**config.mk**
```make
export PLATFORM = sky130hd
export DESIGN_NAME = synth_voice_adsr_oscillator_core
export DESIGN_NICKNAME = d
export VERILOG_FILES = /design/src/hdl/sva_pkg.sv /design/src/hdl/sva_mul.sv /design/src/hdl/sva_div.sv /design/src/hdl/synth_voice_adsr_oscillator_core.sv
export SDC_FILE = /design/constraint.sdc
export NUM_CORES = 2
export LEC_CHECK = 0
export BUFFER_PORTS_ARGS = -buffer_cell sky130_fd_sc_hd__buf_2
export CAP_MARGIN = 10
export CORE_MARGIN = 2
export CORE_UTILIZATION = 48
export DETAILED_ROUTE_END_ITERATION = 6
export PLACE_DENSITY_LB_ADDON = 0.15
export RECOVER_POWER = 25
export SLEW_MARGIN = 20
export SYNTH_ARGS = -nofsm -noshare
export SYNTH_HDL_FRONTEND = slang
export SYNTH_HIERARCHICAL = 1
export SYNTH_SLANG_ARGS = --single-unit
export TNS_END_PERCENT = 1
```
**constraint.sdc**
```tcl
create_clock -name clk -period 5.9 [get_ports clk]
set_input_delay 0.295 -clock clk [delete_from_list [all_inputs] [get_ports clk]]
set_output_delay 0.295 -clock clk [all_outputs]
set_load 0.005 [all_outputs]
```
**src/hdl/sva_pkg.sv**
```systemverilog
`timescale 1ns / 1ps
// Shared constants for the synth voice core: field widths, register indexes,
// envelope stage and waveform codes, sine polynomial coefficients, and the
// widths of the serial multiplier and divider. Depends on nothing.
package sva_pkg;

	// Field and register widths.
	localparam int PHASE_W    = 32;
	localparam int Q15_W      = 16;
	localparam int LEN_W      = 24;
	localparam int ELAPSED_W  = 27;
	localparam int STAGE_W    = 3;
	localparam int WAVE_SEL_W = 2;
	localparam int CFG_IDX_W  = 4;
	localparam int CFG_DATA_W = 32;

	localparam logic [Q15_W-1:0]     Q15_ONE     = 16'd32768;
	localparam logic [Q15_W-1:0]     Q15_MAX_POS = 16'd32767;
	localparam logic [ELAPSED_W-1:0] ELAPSED_MAX = '1;

	// Configuration register indexes.
	localparam logic [CFG_IDX_W-1:0] REG_PHASE_STEP    = 4'd0;
	localparam logic [CFG_IDX_W-1:0] REG_AMPLITUDE     = 4'd1;
	localparam logic [CFG_IDX_W-1:0] REG_ATTACK_LEN    = 4'd2;
	localparam logic [CFG_IDX_W-1:0] REG_DECAY_LEN     = 4'd3;
	localparam logic [CFG_IDX_W-1:0] REG_SUSTAIN_LEVEL = 4'd4;
	localparam logic [CFG_IDX_W-1:0] REG_HOLD_LEN      = 4'd5;
	localparam logic [CFG_IDX_W-1:0] REG_RELEASE_LEN   = 4'd6;
	localparam logic [CFG_IDX_W-1:0] REG_WAVE_SELECT   = 4'd7;

	// Register reset values.
	localparam logic [PHASE_W-1:0]    RST_PHASE_STEP    = 32'd42852281;
	localparam logic [Q15_W-1:0]      RST_AMPLITUDE     = 16'd16384;
	localparam logic [LEN_W-1:0]      RST_ATTACK_LEN    = 24'd4410;
	localparam logic [LEN_W-1:0]      RST_DECAY_LEN     = 24'd4410;
	localparam logic [Q15_W-1:0]      RST_SUSTAIN_LEVEL = 16'd22938;
	localparam logic [LEN_W-1:0]      RST_HOLD_LEN      = 24'd22050;
	localparam logic [LEN_W-1:0]      RST_RELEASE_LEN   = 24'd4410;

	// Envelope stage codes as they appear on env_stage.
	localparam logic [STAGE_W-1:0] STAGE_SILENT  = 3'd0;
	localparam logic [STAGE_W-1:0] STAGE_ATTACK  = 3'd1;
	localparam logic [STAGE_W-1:0] STAGE_DECAY   = 3'd2;
	localparam logic [STAGE_W-1:0] STAGE_HOLD    = 3'd3;
	localparam logic [STAGE_W-1:0] STAGE_RELEASE = 3'd4;

	// Waveform codes.
	localparam logic [WAVE_SEL_W-1:0] WAVE_SINE     = 2'd0;
	localparam logic [WAVE_SEL_W-1:0] WAVE_SQUARE   = 2'd1;
	localparam logic [WAVE_SEL_W-1:0] WAVE_TRIANGLE = 2'd2;
	localparam logic [WAVE_SEL_W-1:0] WAVE_SAWTOOTH = 2'd3;

	// Quarter-wave sine: index bits and polynomial coefficients in Q16.
	localparam int SINE_TABLE_BITS = 10;
	localparam int SIN_X_W         = 17;
	localparam logic [SINE_TABLE_BITS:0] SIN_Q = {1'b1, {SINE_TABLE_BITS{1'b0}}};
	localparam logic [SIN_X_W-1:0] SIN_C1 = 17'd102944;
	localparam logic [SIN_X_W-1:0] SIN_C3 = 17'd42334;
	localparam logic [SIN_X_W-1:0] SIN_C5 = 17'd5223;

	// Digit-serial multiplier.
	localparam int MUL_A_W     = 25;
	localparam int MUL_DIGIT_W = 4;
	localparam int MUL_DIGITS  = 5;
	localparam int MUL_B_W     = MUL_DIGIT_W * MUL_DIGITS;
	localparam int MUL_P_W     = MUL_A_W + MUL_B_W;
	localparam int MUL_CNT_W   = $clog2(MUL_DIGITS);

	// Bit-serial restoring divider.
	localparam int DIV_DEN_W = LEN_W;
	localparam int DIV_Q_W   = 16;
	localparam int DIV_NUM_W = DIV_DEN_W + DIV_Q_W;
	localparam int DIV_CNT_W = $clog2(DIV_Q_W + 1);

endpackage

```
**src/hdl/sva_mul.sv**
```systemverilog
`timescale 1ns / 1ps
// Digit-serial unsigned multiplier: one digit of the second operand per cycle,
// most significant digit first. Depends on sva_pkg.
module sva_mul import sva_pkg::*; (
	input  logic               clk,
	input  logic               arst_n,
	input  logic               go,
	input  logic [MUL_A_W-1:0] a,
	input  logic [MUL_B_W-1:0] b,
	output logic               done,
	output logic [MUL_P_W-1:0] p
);

	localparam int PP_W = MUL_A_W + MUL_DIGIT_W;

	logic [MUL_A_W-1:0]   a_q;
	logic [MUL_B_W-1:0]   b_q;
	logic [MUL_P_W-1:0]   acc_q;
	logic [MUL_CNT_W-1:0] cnt_q;
	logic                 busy_q;
	logic                 done_q;
	logic [PP_W-1:0]      pp_first;
	logic [PP_W-1:0]      pp_next;

	assign pp_first = a * b[MUL_B_W-1 -: MUL_DIGIT_W];
	assign pp_next  = a_q * b_q[MUL_B_W-1 -: MUL_DIGIT_W];

	always_ff @(posedge clk or negedge arst_n) begin
		if (!arst_n) begin
			a_q    <= '0;
			b_q    <= '0;
			acc_q  <= '0;
			cnt_q  <= '0;
			busy_q <= 1'b0;
			done_q <= 1'b0;
		end else begin
			done_q <= 1'b0;
			if (go) begin
				a_q    <= a;
				b_q    <= b << MUL_DIGIT_W;
				acc_q  <= MUL_P_W'(pp_first);
				cnt_q  <= MUL_CNT_W'(MUL_DIGITS - 1);
				busy_q <= 1'b1;
			end else if (busy_q) begin
				acc_q <= (acc_q << MUL_DIGIT_W) + MUL_P_W'(pp_next);
				b_q   <= b_q << MUL_DIGIT_W;
				cnt_q <= cnt_q - MUL_CNT_W'(1);
				if (cnt_q == MUL_CNT_W'(1)) begin
					busy_q <= 1'b0;
					done_q <= 1'b1;
				end
			end
		end
	end

	assign done = done_q;
	assign p    = acc_q;

endmodule

```
**src/hdl/sva_div.sv**
```systemverilog
`timescale 1ns / 1ps
// Bit-serial restoring divider: one quotient bit per cycle. The caller
// guarantees that the quotient fits in DIV_Q_W bits. Depends on sva_pkg.
module sva_div import sva_pkg::*; (
	input  logic                 clk,
	input  logic                 arst_n,
	input  logic                 go,
	input  logic [DIV_NUM_W-1:0] num,
	input  logic [DIV_DEN_W-1:0] den,
	output logic                 done,
	output logic [DIV_Q_W-1:0]   quot
);

	logic [DIV_DEN_W-1:0] rem_q;
	logic [DIV_DEN_W-1:0] den_q;
	logic [DIV_Q_W-1:0]   low_q;
	logic [DIV_Q_W-1:0]   quot_q;
	logic [DIV_CNT_W-1:0] cnt_q;
	logic                 busy_q;
	logic                 done_q;
	logic [DIV_DEN_W:0]   trial;
	logic [DIV_DEN_W:0]   diff;
	logic                 fits;

	// Shift the next numerator bit into the partial remainder and try a subtract.
	assign trial = {rem_q, low_q[DIV_Q_W-1]};
	assign diff  = trial - {1'b0, den_q};
	assign fits  = (trial >= {1'b0, den_q});

	always_ff @(posedge clk or negedge arst_n) begin
		if (!arst_n) begin
			rem_q  <= '0;
			den_q  <= '0;
			low_q  <= '0;
			quot_q <= '0;
			cnt_q  <= '0;
			busy_q <= 1'b0;
			done_q <= 1'b0;
		end else begin
			done_q <= 1'b0;
			if (go) begin
				rem_q  <= num[DIV_NUM_W-1 -: DIV_DEN_W];
				low_q  <= num[DIV_Q_W-1:0];
				den_q  <= den;
				cnt_q  <= DIV_CNT_W'(DIV_Q_W);
				busy_q <= 1'b1;
			end else if (busy_q) begin
				rem_q  <= fits ? diff[DIV_DEN_W-1:0] : trial[DIV_DEN_W-1:0];
				low_q  <= low_q << 1;
				quot_q <= {quot_q[DIV_Q_W-2:0], fits};
				cnt_q  <= cnt_q - DIV_CNT_W'(1);
				if (cnt_q == DIV_CNT_W'(1)) begin
					busy_q <= 1'b0;
					done_q <= 1'b1;
				end
			end
		end
	end

	assign done = done_q;
	assign quot = quot_q;

endmodule

```
**src/hdl/synth_voice_adsr_oscillator_core.sv**
```systemverilog
`timescale 1ns / 1ps
// Synth voice core: phase-accumulator oscillator shaped by a timed envelope.
// Depends on sva_pkg, sva_mul and sva_div.
//
// Usage. Each input beat (in_valid, in_stall, note_on) is one audio sample
// tick and yields exactly one output beat (sample_out, gain_level, env_stage)
// on the out_valid / out_stall channel. A beat with note_on set restarts the
// envelope timer and enables sound; it never resets the oscillator phase.
// Configuration goes through cfg_valid / cfg_ready with a register index and
// data; cfg_ready is high whenever no sample is being worked on, and writes
// to indexes beyond the register list are dropped.
//
// Sequencing. One sample is worked on at a time. Every product is formed on
// a digit-serial multiplier and every envelope ramp needs a bit-serial
// divide; the sine wave takes four extra products for its quarter-wave
// polynomial. The next input beat can be taken in the cycle after a result
// is handed to the output register.
//
// Reset clears the phase, the timer and the playing flag and loads the
// register defaults; output is silent until the first note_on. If the
// receiver stalls, the finished beat waits in the output register; a second
// finished beat waits in the final state until the register frees up.
module synth_voice_adsr_oscillator_core import sva_pkg::*; (
	input  logic                     clk,
	input  logic                     arst_n,
	// Input channel
	input  logic                     in_valid,
	output logic                     in_stall,
	input  logic                     note_on,
	// Output channel
	output logic                     out_valid,
	input  logic                     out_stall,
	output logic signed [Q15_W-1:0]  sample_out,
	output logic [Q15_W-1:0]         gain_level,
	output logic [STAGE_W-1:0]       env_stage,
	// Configuration write channel
	input  logic                     cfg_valid,
	output logic                     cfg_ready,
	input  logic [CFG_IDX_W-1:0]     cfg_index,
	input  logic [CFG_DATA_W-1:0]    cfg_data
);

	// One-hot sequencer. Each arithmetic state launches one serial operation
	// and waits for its done pulse.
	typedef enum logic [12:0] {
		S_IDLE    = 13'b0000000000001,
		S_END3    = 13'b0000000000010,
		S_END4    = 13'b0000000000100,
		S_CLASS   = 13'b0000000001000,
		S_ENV_MUL = 13'b0000000010000,
		S_ENV_DIV = 13'b0000000100000,
		S_AMP_MUL = 13'b0000001000000,
		S_SIN_X2  = 13'b0000010000000,
		S_SIN_T   = 13'b0000100000000,
		S_SIN_T2  = 13'b0001000000000,
		S_SIN_S   = 13'b0010000000000,
		S_OUT_MUL = 13'b0100000000000,
		S_EMIT    = 13'b1000000000000
	} state_t;

	state_t state_q;

	// Configuration registers.
	logic [PHASE_W-1:0]    phase_step_q;
	logic [Q15_W-1:0]      amplitude_q;
	logic [LEN_W-1:0]      attack_len_q;
	logic [LEN_W-1:0]      decay_len_q;
	logic [Q15_W-1:0]      sustain_level_q;
	logic [LEN_W-1:0]      hold_len_q;
	logic [LEN_W-1:0]      release_len_q;
	logic [WAVE_SEL_W-1:0] wave_select_q;

	// Voice state.
	logic [PHASE_W-1:0]    phase_acc_q;
	logic [ELAPSED_W-1:0]  elapsed_q;
	logic                  playing_q;

	// Per-sample working registers.
	logic [ELAPSED_W-1:0]  t_q;
	logic [Q15_W-1:0]      wave_ph_q;
	logic [LEN_W:0]        e2_q;
	logic [LEN_W+1:0]      e3_q;
	logic [LEN_W+1:0]      e4_q;
	logic [STAGE_W-1:0]    stage_q;
	logic [Q15_W-1:0]      gain_q;
	logic [Q15_W-1:0]      scaled_q;
	logic [DIV_DEN_W-1:0]  den_q;
	logic [SIN_X_W-1:0]    sin_x_q;
	logic [SIN_X_W-1:0]    sin_x2_q;
	logic                  wave_neg_q;

	// Serial unit controls.
	logic [MUL_A_W-1:0]    mul_a_q;
	logic [MUL_B_W-1:0]    mul_b_q;
	logic                  mul_go_q;
	logic                  div_go_q;
	logic                  mul_done;
	logic [MUL_P_W-1:0]    mul_p;
	logic                  div_done;
	logic [DIV_Q_W-1:0]    div_quot;

	// Output register.
	logic                  out_valid_q;
	logic [Q15_W-1:0]      sample_out_q;
	logic [Q15_W-1:0]      gain_level_q;
	logic [STAGE_W-1:0]    env_stage_q;

	logic in_take;
	logic out_take;
	logic cfg_take;
	logic out_free;

	assign in_stall  = (state_q != S_IDLE);
	assign cfg_ready = (state_q == S_IDLE);
	assign in_take   = in_valid && !in_stall;
	assign out_take  = out_valid_q && !out_stall;
	assign cfg_take  = cfg_valid && cfg_ready;
	assign out_free  = !out_valid_q || !out_stall;

	// Amplitude and sustain above unity are treated as unity.
	logic [Q15_W-1:0] amp_clip;
	logic [Q15_W-1:0] sus_clip;

	assign amp_clip = (amplitude_q > Q15_ONE) ? Q15_ONE : amplitude_q;
	assign sus_clip = (sustain_level_q > Q15_ONE) ? Q15_ONE : sustain_level_q;

	// Timer for this sample: note_on restarts it at zero.
	logic [ELAPSED_W-1:0] t_new;

	assign t_new = note_on ? '0 : elapsed_q;

	// Envelope classification against the segment end points. A zero-length
	// segment never matches, so it is skipped without a divide by zero.
	logic                 lt_a, lt_e2, lt_e3, lt_e4;
	logic [STAGE_W-1:0]   cls_stage;
	logic [Q15_W-1:0]     cls_gain;
	logic                 cls_ramp;
	logic [MUL_A_W-1:0]   cls_a;
	logic [MUL_B_W-1:0]   cls_b;
	logic [DIV_DEN_W-1:0] cls_den;

	assign lt_a  = (t_q < ELAPSED_W'(attack_len_q));
	assign lt_e2 = (t_q < ELAPSED_W'(e2_q));
	assign lt_e3 = (t_q < ELAPSED_W'(e3_q));
	assign lt_e4 = (t_q < ELAPSED_W'(e4_q));

	always_comb begin
		cls_stage = STAGE_SILENT;
		cls_gain  = '0;
		cls_ramp  = 1'b0;
		cls_a     = '0;
		cls_b     = '0;
		cls_den   = attack_len_q;
		if (!playing_q) begin
			cls_stage = STAGE_SILENT;
		end else if (lt_a) begin
			// Rising ramp: t * 1.0 / attack_len.
			cls_stage = STAGE_ATTACK;
			cls_ramp  = 1'b1;
			cls_a     = MUL_A_W'(t_q[LEN_W-1:0]);
			cls_b     = MUL_B_W'(Q15_ONE);
			cls_den   = attack_len_q;
		end else if (lt_e2) begin
			// Falling from unity toward sustain; the drop is subtracted later.
			cls_stage = STAGE_DECAY;
			cls_ramp  = 1'b1;
			cls_a     = MUL_A_W'(t_q - ELAPSED_W'(attack_len_q));
			cls_b     = MUL_B_W'(Q15_ONE - sus_clip);
			cls_den   = decay_len_q;
		end else if (lt_e3) begin
			cls_stage = STAGE_HOLD;
			cls_gain  = sus_clip;
		end else if (lt_e4) begin
			// Samples left in the release, release_len - (t - e3), equal e4 - t.
			cls_stage = STAGE_RELEASE;
			cls_ramp  = 1'b1;
			cls_a     = MUL_A_W'(ELAPSED_W'(e4_q) - t_q);
			cls_b     = MUL_B_W'(sus_clip);
			cls_den   = release_len_q;
		end else begin
			cls_stage = STAGE_SILENT;
		end
	end

	// Gain at the end of a ramp divide. Decay counts down from unity.
	logic [Q15_W-1:0] ramp_gain;

	assign ramp_gain = (stage_q == STAGE_DECAY) ? (Q15_ONE - div_quot) : div_quot;

	// Square, triangle and sawtooth straight from the top phase bits, as a
	// sign and a magnitude for the unsigned multiplier.
	logic signed [17:0] saw_v;
	logic signed [17:0] tri_d;
	logic signed [17:0] lin_v;
	logic               lin_neg;
	logic [Q15_W-1:0]   lin_mag;

	always_comb begin
		saw_v = $signed({2'b00, wave_ph_q}) - 18'sd32768;
		tri_d = saw_v[17] ? -saw_v : saw_v;
		case (wave_select_q)
			WAVE_SQUARE: begin
				lin_v = wave_ph_q[Q15_W-1] ? -18'sd32768 : 18'sd32768;
			end
			WAVE_TRIANGLE: begin
				lin_v = (tri_d <<< 1) - 18'sd32768;
			end
			default: begin
				lin_v = saw_v;
			end
		endcase
		lin_neg = lin_v[17];
		lin_mag = lin_neg ? Q15_W'(-lin_v) : Q15_W'(lin_v);
	end

	// Sine: the top two phase bits pick the quadrant, the next bits index the
	// quarter wave, mirrored in odd quadrants and negated in the lower half.
	logic [1:0]                 sin_quad;
	logic [SINE_TABLE_BITS-1:0] sin_idx;
	logic [SINE_TABLE_BITS:0]   sin_k;
	logic [SIN_X_W-1:0]         sin_x;
	logic [SIN_X_W-1:0]         sin_t;
	logic [SIN_X_W-1:0]         sin_t2;
	logic [18:0]                sin_s;
	logic [19:0]                sin_r;
	logic [Q15_W-1:0]           sin_mag;

	assign sin_quad = wave_ph_q[Q15_W-1 -: 2];
	assign sin_idx  = wave_ph_q[Q15_W-3 -: SINE_TABLE_BITS];
	assign sin_k    = sin_quad[0] ? (SIN_Q - {1'b0, sin_idx}) : {1'b0, sin_idx};
	assign sin_x    = SIN_X_W'(sin_k) << (16 - SINE_TABLE_BITS);

	// Polynomial terms from the product just finished, each truncated by 16.
	assign sin_t  = SIN_C3 - mul_p[32:16];
	assign sin_t2 = SIN_C1 - mul_p[32:16];
	assign sin_s  = mul_p[34:16];
	assign sin_r  = (20'(sin_s) + 20'd1) >> 1;
	assign sin_mag = (sin_r > 20'(Q15_MAX_POS)) ? Q15_MAX_POS : Q15_W'(sin_r);

	// Final scaling: floor for positive products, rounding away from zero
	// for negative ones; only positive values saturate, at just below unity.
	logic [30:0]      out_mag;
	logic [Q15_W-1:0] pos_v;
	logic [Q15_W:0]   neg_c;
	logic [Q15_W-1:0] emit_sample;

	assign out_mag = mul_p[30:0];
	assign pos_v   = (out_mag[30:15] > Q15_MAX_POS) ? Q15_MAX_POS : out_mag[30:15];
	assign neg_c   = (Q15_W+1)'(out_mag[30:15]) + (Q15_W+1)'(|out_mag[14:0]);
	assign emit_sample = wave_neg_q ? Q15_W'(17'd0 - neg_c) : pos_v;

	sva_mul u_mul (
		.clk    (clk),
		.arst_n (arst_n),
		.go     (mul_go_q),
		.a      (mul_a_q),
		.b      (mul_b_q),
		.done   (mul_done),
		.p      (mul_p)
	);

	sva_div u_div (
		.clk    (clk),
		.arst_n (arst_n),
		.go     (div_go_q),
		.num    (mul_p[DIV_NUM_W-1:0]),
		.den    (den_q),
		.done   (div_done),
		.quot   (div_quot)
	);

	always_ff @(posedge clk or negedge arst_n) begin
		if (!arst_n) begin
			state_q         <= S_IDLE;
			phase_step_q    <= RST_PHASE_STEP;
			amplitude_q     <= RST_AMPLITUDE;
			attack_len_q    <= RST_ATTACK_LEN;
			decay_len_q     <= RST_DECAY_LEN;
			sustain_level_q <= RST_SUSTAIN_LEVEL;
			hold_len_q      <= RST_HOLD_LEN;
			release_len_q   <= RST_RELEASE_LEN;
			wave_select_q   <= WAVE_SINE;
			phase_acc_q     <= '0;
			elapsed_q       <= '0;
			playing_q       <= 1'b0;
			t_q             <= '0;
			wave_ph_q       <= '0;
			e2_q            <= '0;
			e3_q            <= '0;
			e4_q            <= '0;
			stage_q         <= STAGE_SILENT;
			gain_q          <= '0;
			scaled_q        <= '0;
			den_q           <= '0;
			sin_x_q         <= '0;
			sin_x2_q        <= '0;
			wave_neg_q      <= 1'b0;
			mul_a_q         <= '0;
			mul_b_q         <= '0;
			mul_go_q        <= 1'b0;
			div_go_q        <= 1'b0;
			out_valid_q     <= 1'b0;
			sample_out_q    <= '0;
			gain_level_q    <= '0;
			env_stage_q     <= STAGE_SILENT;
		end else begin
			mul_go_q <= 1'b0;
			div_go_q <= 1'b0;
			if (out_take) begin
				out_valid_q <= 1'b0;
			end

			if (cfg_take) begin
				unique case (cfg_index)
					REG_PHASE_STEP:    phase_step_q    <= cfg_data;
					REG_AMPLITUDE:     amplitude_q     <= cfg_data[Q15_W-1:0];
					REG_ATTACK_LEN:    attack_len_q    <= cfg_data[LEN_W-1:0];
					REG_DECAY_LEN:     decay_len_q     <= cfg_data[LEN_W-1:0];
					REG_SUSTAIN_LEVEL: sustain_level_q <= cfg_data[Q15_W-1:0];
					REG_HOLD_LEN:      hold_len_q      <= cfg_data[LEN_W-1:0];
					REG_RELEASE_LEN:   release_len_q   <= cfg_data[LEN_W-1:0];
					REG_WAVE_SELECT:   wave_select_q   <= cfg_data[WAVE_SEL_W-1:0];
					default: begin
					end
				endcase
			end

			unique case (state_q)
				S_IDLE: begin
					if (in_take) begin
						// The wave is sampled at the current phase, then the
						// phase and the timer advance; the timer saturates.
						t_q         <= t_new;
						wave_ph_q   <= phase_acc_q[PHASE_W-1 -: Q15_W];
						phase_acc_q <= phase_acc_q + phase_step_q;
						elapsed_q   <= (t_new == ELAPSED_MAX) ? t_new
							: t_new + ELAPSED_W'(1);
						playing_q   <= playing_q | note_on;
						e2_q        <= (LEN_W+1)'(attack_len_q) + (LEN_W+1)'(decay_len_q);
						state_q     <= S_END3;
					end
				end
				S_END3: begin
					e3_q    <= (LEN_W+2)'(e2_q) + (LEN_W+2)'(hold_len_q);
					state_q <= S_END4;
				end
				S_END4: begin
					e4_q    <= e3_q + (LEN_W+2)'(release_len_q);
					state_q <= S_CLASS;
				end
				S_CLASS: begin
					stage_q  <= cls_stage;
					gain_q   <= cls_gain;
					den_q    <= cls_den;
					mul_a_q  <= cls_ramp ? cls_a : MUL_A_W'(amp_clip);
					mul_b_q  <= cls_ramp ? cls_b : MUL_B_W'(cls_gain);
					mul_go_q <= 1'b1;
					state_q  <= cls_ramp ? S_ENV_MUL : S_AMP_MUL;
				end
				S_ENV_MUL: begin
					if (mul_done) begin
						div_go_q <= 1'b1;
						state_q  <= S_ENV_DIV;
					end
				end
				S_ENV_DIV: begin
					if (div_done) begin
						gain_q   <= ramp_gain;
						mul_a_q  <= MUL_A_W'(amp_clip);
						mul_b_q  <= MUL_B_W'(ramp_gain);
						mul_go_q <= 1'b1;
						state_q  <= S_AMP_MUL;
					end
				end
				S_AMP_MUL: begin
					if (mul_done) begin
						scaled_q <= mul_p[30:15];
						mul_go_q <= 1'b1;
						if (wave_select_q == WAVE_SINE) begin
							sin_x_q    <= sin_x;
							wave_neg_q <= sin_quad[1];
							mul_a_q    <= MUL_A_W'(sin_x);
							mul_b_q    <= MUL_B_W'(sin_x);
							state_q    <= S_SIN_X2;
						end else begin
							wave_neg_q <= lin_neg;
							mul_a_q    <= MUL_A_W'(mul_p[30:15]);
							mul_b_q    <= MUL_B_W'(lin_mag);
							state_q    <= S_OUT_MUL;
						end
					end
				end
				S_SIN_X2: begin
					if (mul_done) begin
						sin_x2_q <= mul_p[32:16];
						mul_a_q  <= MUL_A_W'(mul_p[32:16]);
						mul_b_q  <= MUL_B_W'(SIN_C5);
						mul_go_q <= 1'b1;
						state_q  <= S_SIN_T;
					end
				end
				S_SIN_T: begin
					if (mul_done) begin
						mul_a_q  <= MUL_A_W'(sin_x2_q);
						mul_b_q  <= MUL_B_W'(sin_t);
						mul_go_q <= 1'b1;
						state_q  <= S_SIN_T2;
					end
				end
				S_SIN_T2: begin
					if (mul_done) begin
						mul_a_q  <= MUL_A_W'(sin_x_q);
						mul_b_q  <= MUL_B_W'(sin_t2);
						mul_go_q <= 1'b1;
						state_q  <= S_SIN_S;
					end
				end
				S_SIN_S: begin
					if (mul_done) begin
						mul_a_q  <= MUL_A_W'(scaled_q);
						mul_b_q  <= MUL_B_W'(sin_mag);
						mul_go_q <= 1'b1;
						state_q  <= S_OUT_MUL;
					end
				end
				S_OUT_MUL: begin
					if (mul_done) begin
						state_q <= S_EMIT;
					end
				end
				S_EMIT: begin
					// The product stays on the multiplier output until the
					// output register can take this beat.
					if (out_free) begin
						sample_out_q <= emit_sample;
						gain_level_q <= gain_q;
						env_stage_q  <= stage_q;
						out_valid_q  <= 1'b1;
						state_q      <= S_IDLE;
					end
				end
				default: begin
					state_q <= S_IDLE;
				end
			endcase
		end
	end

	assign out_valid  = out_valid_q;
	assign sample_out = $signed(sample_out_q);
	assign gain_level = gain_level_q;
	assign env_stage  = env_stage_q;

endmodule
```
==> metrics.txt <==
syn nets=approximately 6200; WP data required=6.44 ns; initial core utilization=0.485; initial antenna violation count=11; WP data arrival=5.61 ns; CP Capture Type=register; core region area=0.105 mm^2; crit path to=u_mul/p[38]$_DFFE_PN0P_; number of remaining DRC errors=6; LEAKAGE=between 20 and 30 nW; Root Buffer=clkbuf_16; Yosys warnings=6; worst skew pair latency=approximately 0.7 ns; Tmin final=just over 5 ns; post-DP HPWL=127 mm; Max FO, Critical Path=21; Die Width=between 300 and 400 um; Setup CP Type=register to register; worst reg2reg startpoint=u_mul/b_q[17]$_DFFE_PN0P_; routed len/inst=23.5 um; H-tree Lvls=3; clock-pin slew on the worst setup and hold paths=0.06 ns; CTS tree=built; Post-DRT Antenna Nets=0; quantity of gates resized following cts=0; Hold WC Path Type=input pin to register; CTS hold repair buffers=11; most common cell after layout, fill and taps aside=nand2_1; TNS Setup=0 ns; unrepaired setup endpoints after global routing=false; CTS buffer count=83; first-pass GRT wire length=255 mm; failing checks=design-rule violations, max-capacitance violations, max-slew violations; final hold vios=0; Ports=80; Slew @ Worst Pin=4.11 ns; status=finished with violations; Max-Cap Viols=6; die height=330 um; Max Root-Sink Buffers=3; die area=0.109 mm^2; via count=42800; largest net degree at the start of global routing=approximately 170; Via density=5.98; Pins Over Slew Limit=553; WL final=around 170 mm; CTS sink count=697; Finish-stage setup viols=0; row count=roughly 120; RePlAce Congestion=0.974; final net count=6246; r2r worst-path depth=15; Final period util=0.858; Syn Std Cell Area=0.0511 mm^2; PwrDens=438 mW/mm^2; Setup Buffers After CTS=0; R2R Setup Slk=0.84 ns; first drt pass iteration count=7; synth-to-layout area growth=9.14%; count of buffers from port buffering=79; dpl ws=0.867 ns; layout cells sized above 1=0.113; DR iter-0 viols=4153; Final Skew=0.0423 ns; commonest non-fill, non-tap cells in the layout=nand2_1, dfrtp_1, o21ai_0; vias in the first global route=40900; Final WS setup=~0.84 ns; Avg Synthesized Cell Area=between 8 and 9 um^2; Post-Synthesis Cells=5703; overflow left after global routing=0; Reg-to-Reg End=u_mul/p[38]$_DFFE_PN0P_; peak supply drop=342 uV; Hold Crit Depth=3; Crit. Startpoint=u_mul/b_q[17]$_DFFE_PN0P_; FMAX=197 MHz; gr usage total=0.307; CP Launch Type=register; Max-slew headroom=-1.74
[power breakdown]
part           internal [mW]  switching (mW)  total (mW)  leakage (nW)
sequential              6.11            1.76        7.87          9.09
clock                   3.15            2.22        5.37          1.38
combinational           4.46            6.74        11.2          15.4
total                   13.7            10.7        24.4          25.8
[flip-flops by register name, summed over array words and instances (netlist names), 25 cells and up]
| register | cells |
|---|---|
| phase_step_q | 32 |
| e3_q | 26 |
| e2_q | 25 |
| elapsed_q | 27 |
| phase_acc_q | 32 |
| u_mul/p | 40 |
| mul_a_q | 25 |
| u_mul/a_q | 25 |
| e4_q | 26 |
| t_q | 27 |
[area by class of cell]
cell class                      instances  area [um^2]
Antenna cell                            3         7.51
Clock inverter                         39          423
Clock buffer                          114         2390
Tap cell                             1391         1740
Multi-Input combinational cell       4320        31000
Fill cell                            9855        49600
Inverter                              432         1620
Sequential cell                       697        17500
Timing Repair Buffer                  170         1100
[through the flow]
| step | area [um^2] | utilization | hold WS, ns | power (mW) | cells |
|---|---|---|---|---|---|
| 2_1_floorplan | 51100 | - | -0.000591 | 15.2 | 5703 |
| 3_3_place_gp | 52900 | 0.502 | 0.346 | 18.7 | 6999 |
| 3_5_place_dp | 52900 | 0.502 | 0.349 | 18.8 | 6999 |
| 4_1_cts | 55900 | 0.530 | 0.00906 | 24.3 | 7163 |
| 5_1_grt | 55800 | 0.529 | 0.0595 | 26.0 | 7163 |
| 6_report | 55800 | 0.529 | 0.0496 | 24.4 | 7166 |
[per-layer routing]
layer  share of wire  wire length, um  vias up  global-route usage
met3           0.070            11900      252              0.0494
li1                -                -    20100                   -
met1            0.46            78300    21100               0.450
met4           0.035             5860        2               0.102
met2            0.43            72500     1413               0.463
met5        0.000095               16        -                   0
[worst max-delay path, stage by stage (launching register included)]
cell       delay [ns]
dfrtp_1          0.74
and2_1           0.24
fa_1             0.44
fa_1             0.55
inv_1            0.05
fa_1             0.56
inv_1            0.06
ha_1             0.32
a211oi_2         0.26
o21ai_1          0.10
o21a_1           0.23
a211oi_4         0.43
a211oi_4         0.15
nand2b_4         0.17
mux2_4           0.32
a2111oi_4        0.33
[worst min-delay path by stage]
stage                                              end        start
after global routing         hold_len_q[1]$_DFFE_PN1P_  cfg_data[1]
final                     release_len_q[1]$_DFFE_PN1P_  cfg_data[1]
after global placement      u_div/cnt_q[4]$_DFFE_PN0P_       arst_n
after floorplan             amplitude_q[0]$_DFFE_PN0P_       arst_n
after CTS                    hold_len_q[1]$_DFFE_PN1P_  cfg_data[1]
after detailed placement    u_div/cnt_q[2]$_DFFE_PN0P_       arst_n
(Power assumes the default switching activity.)
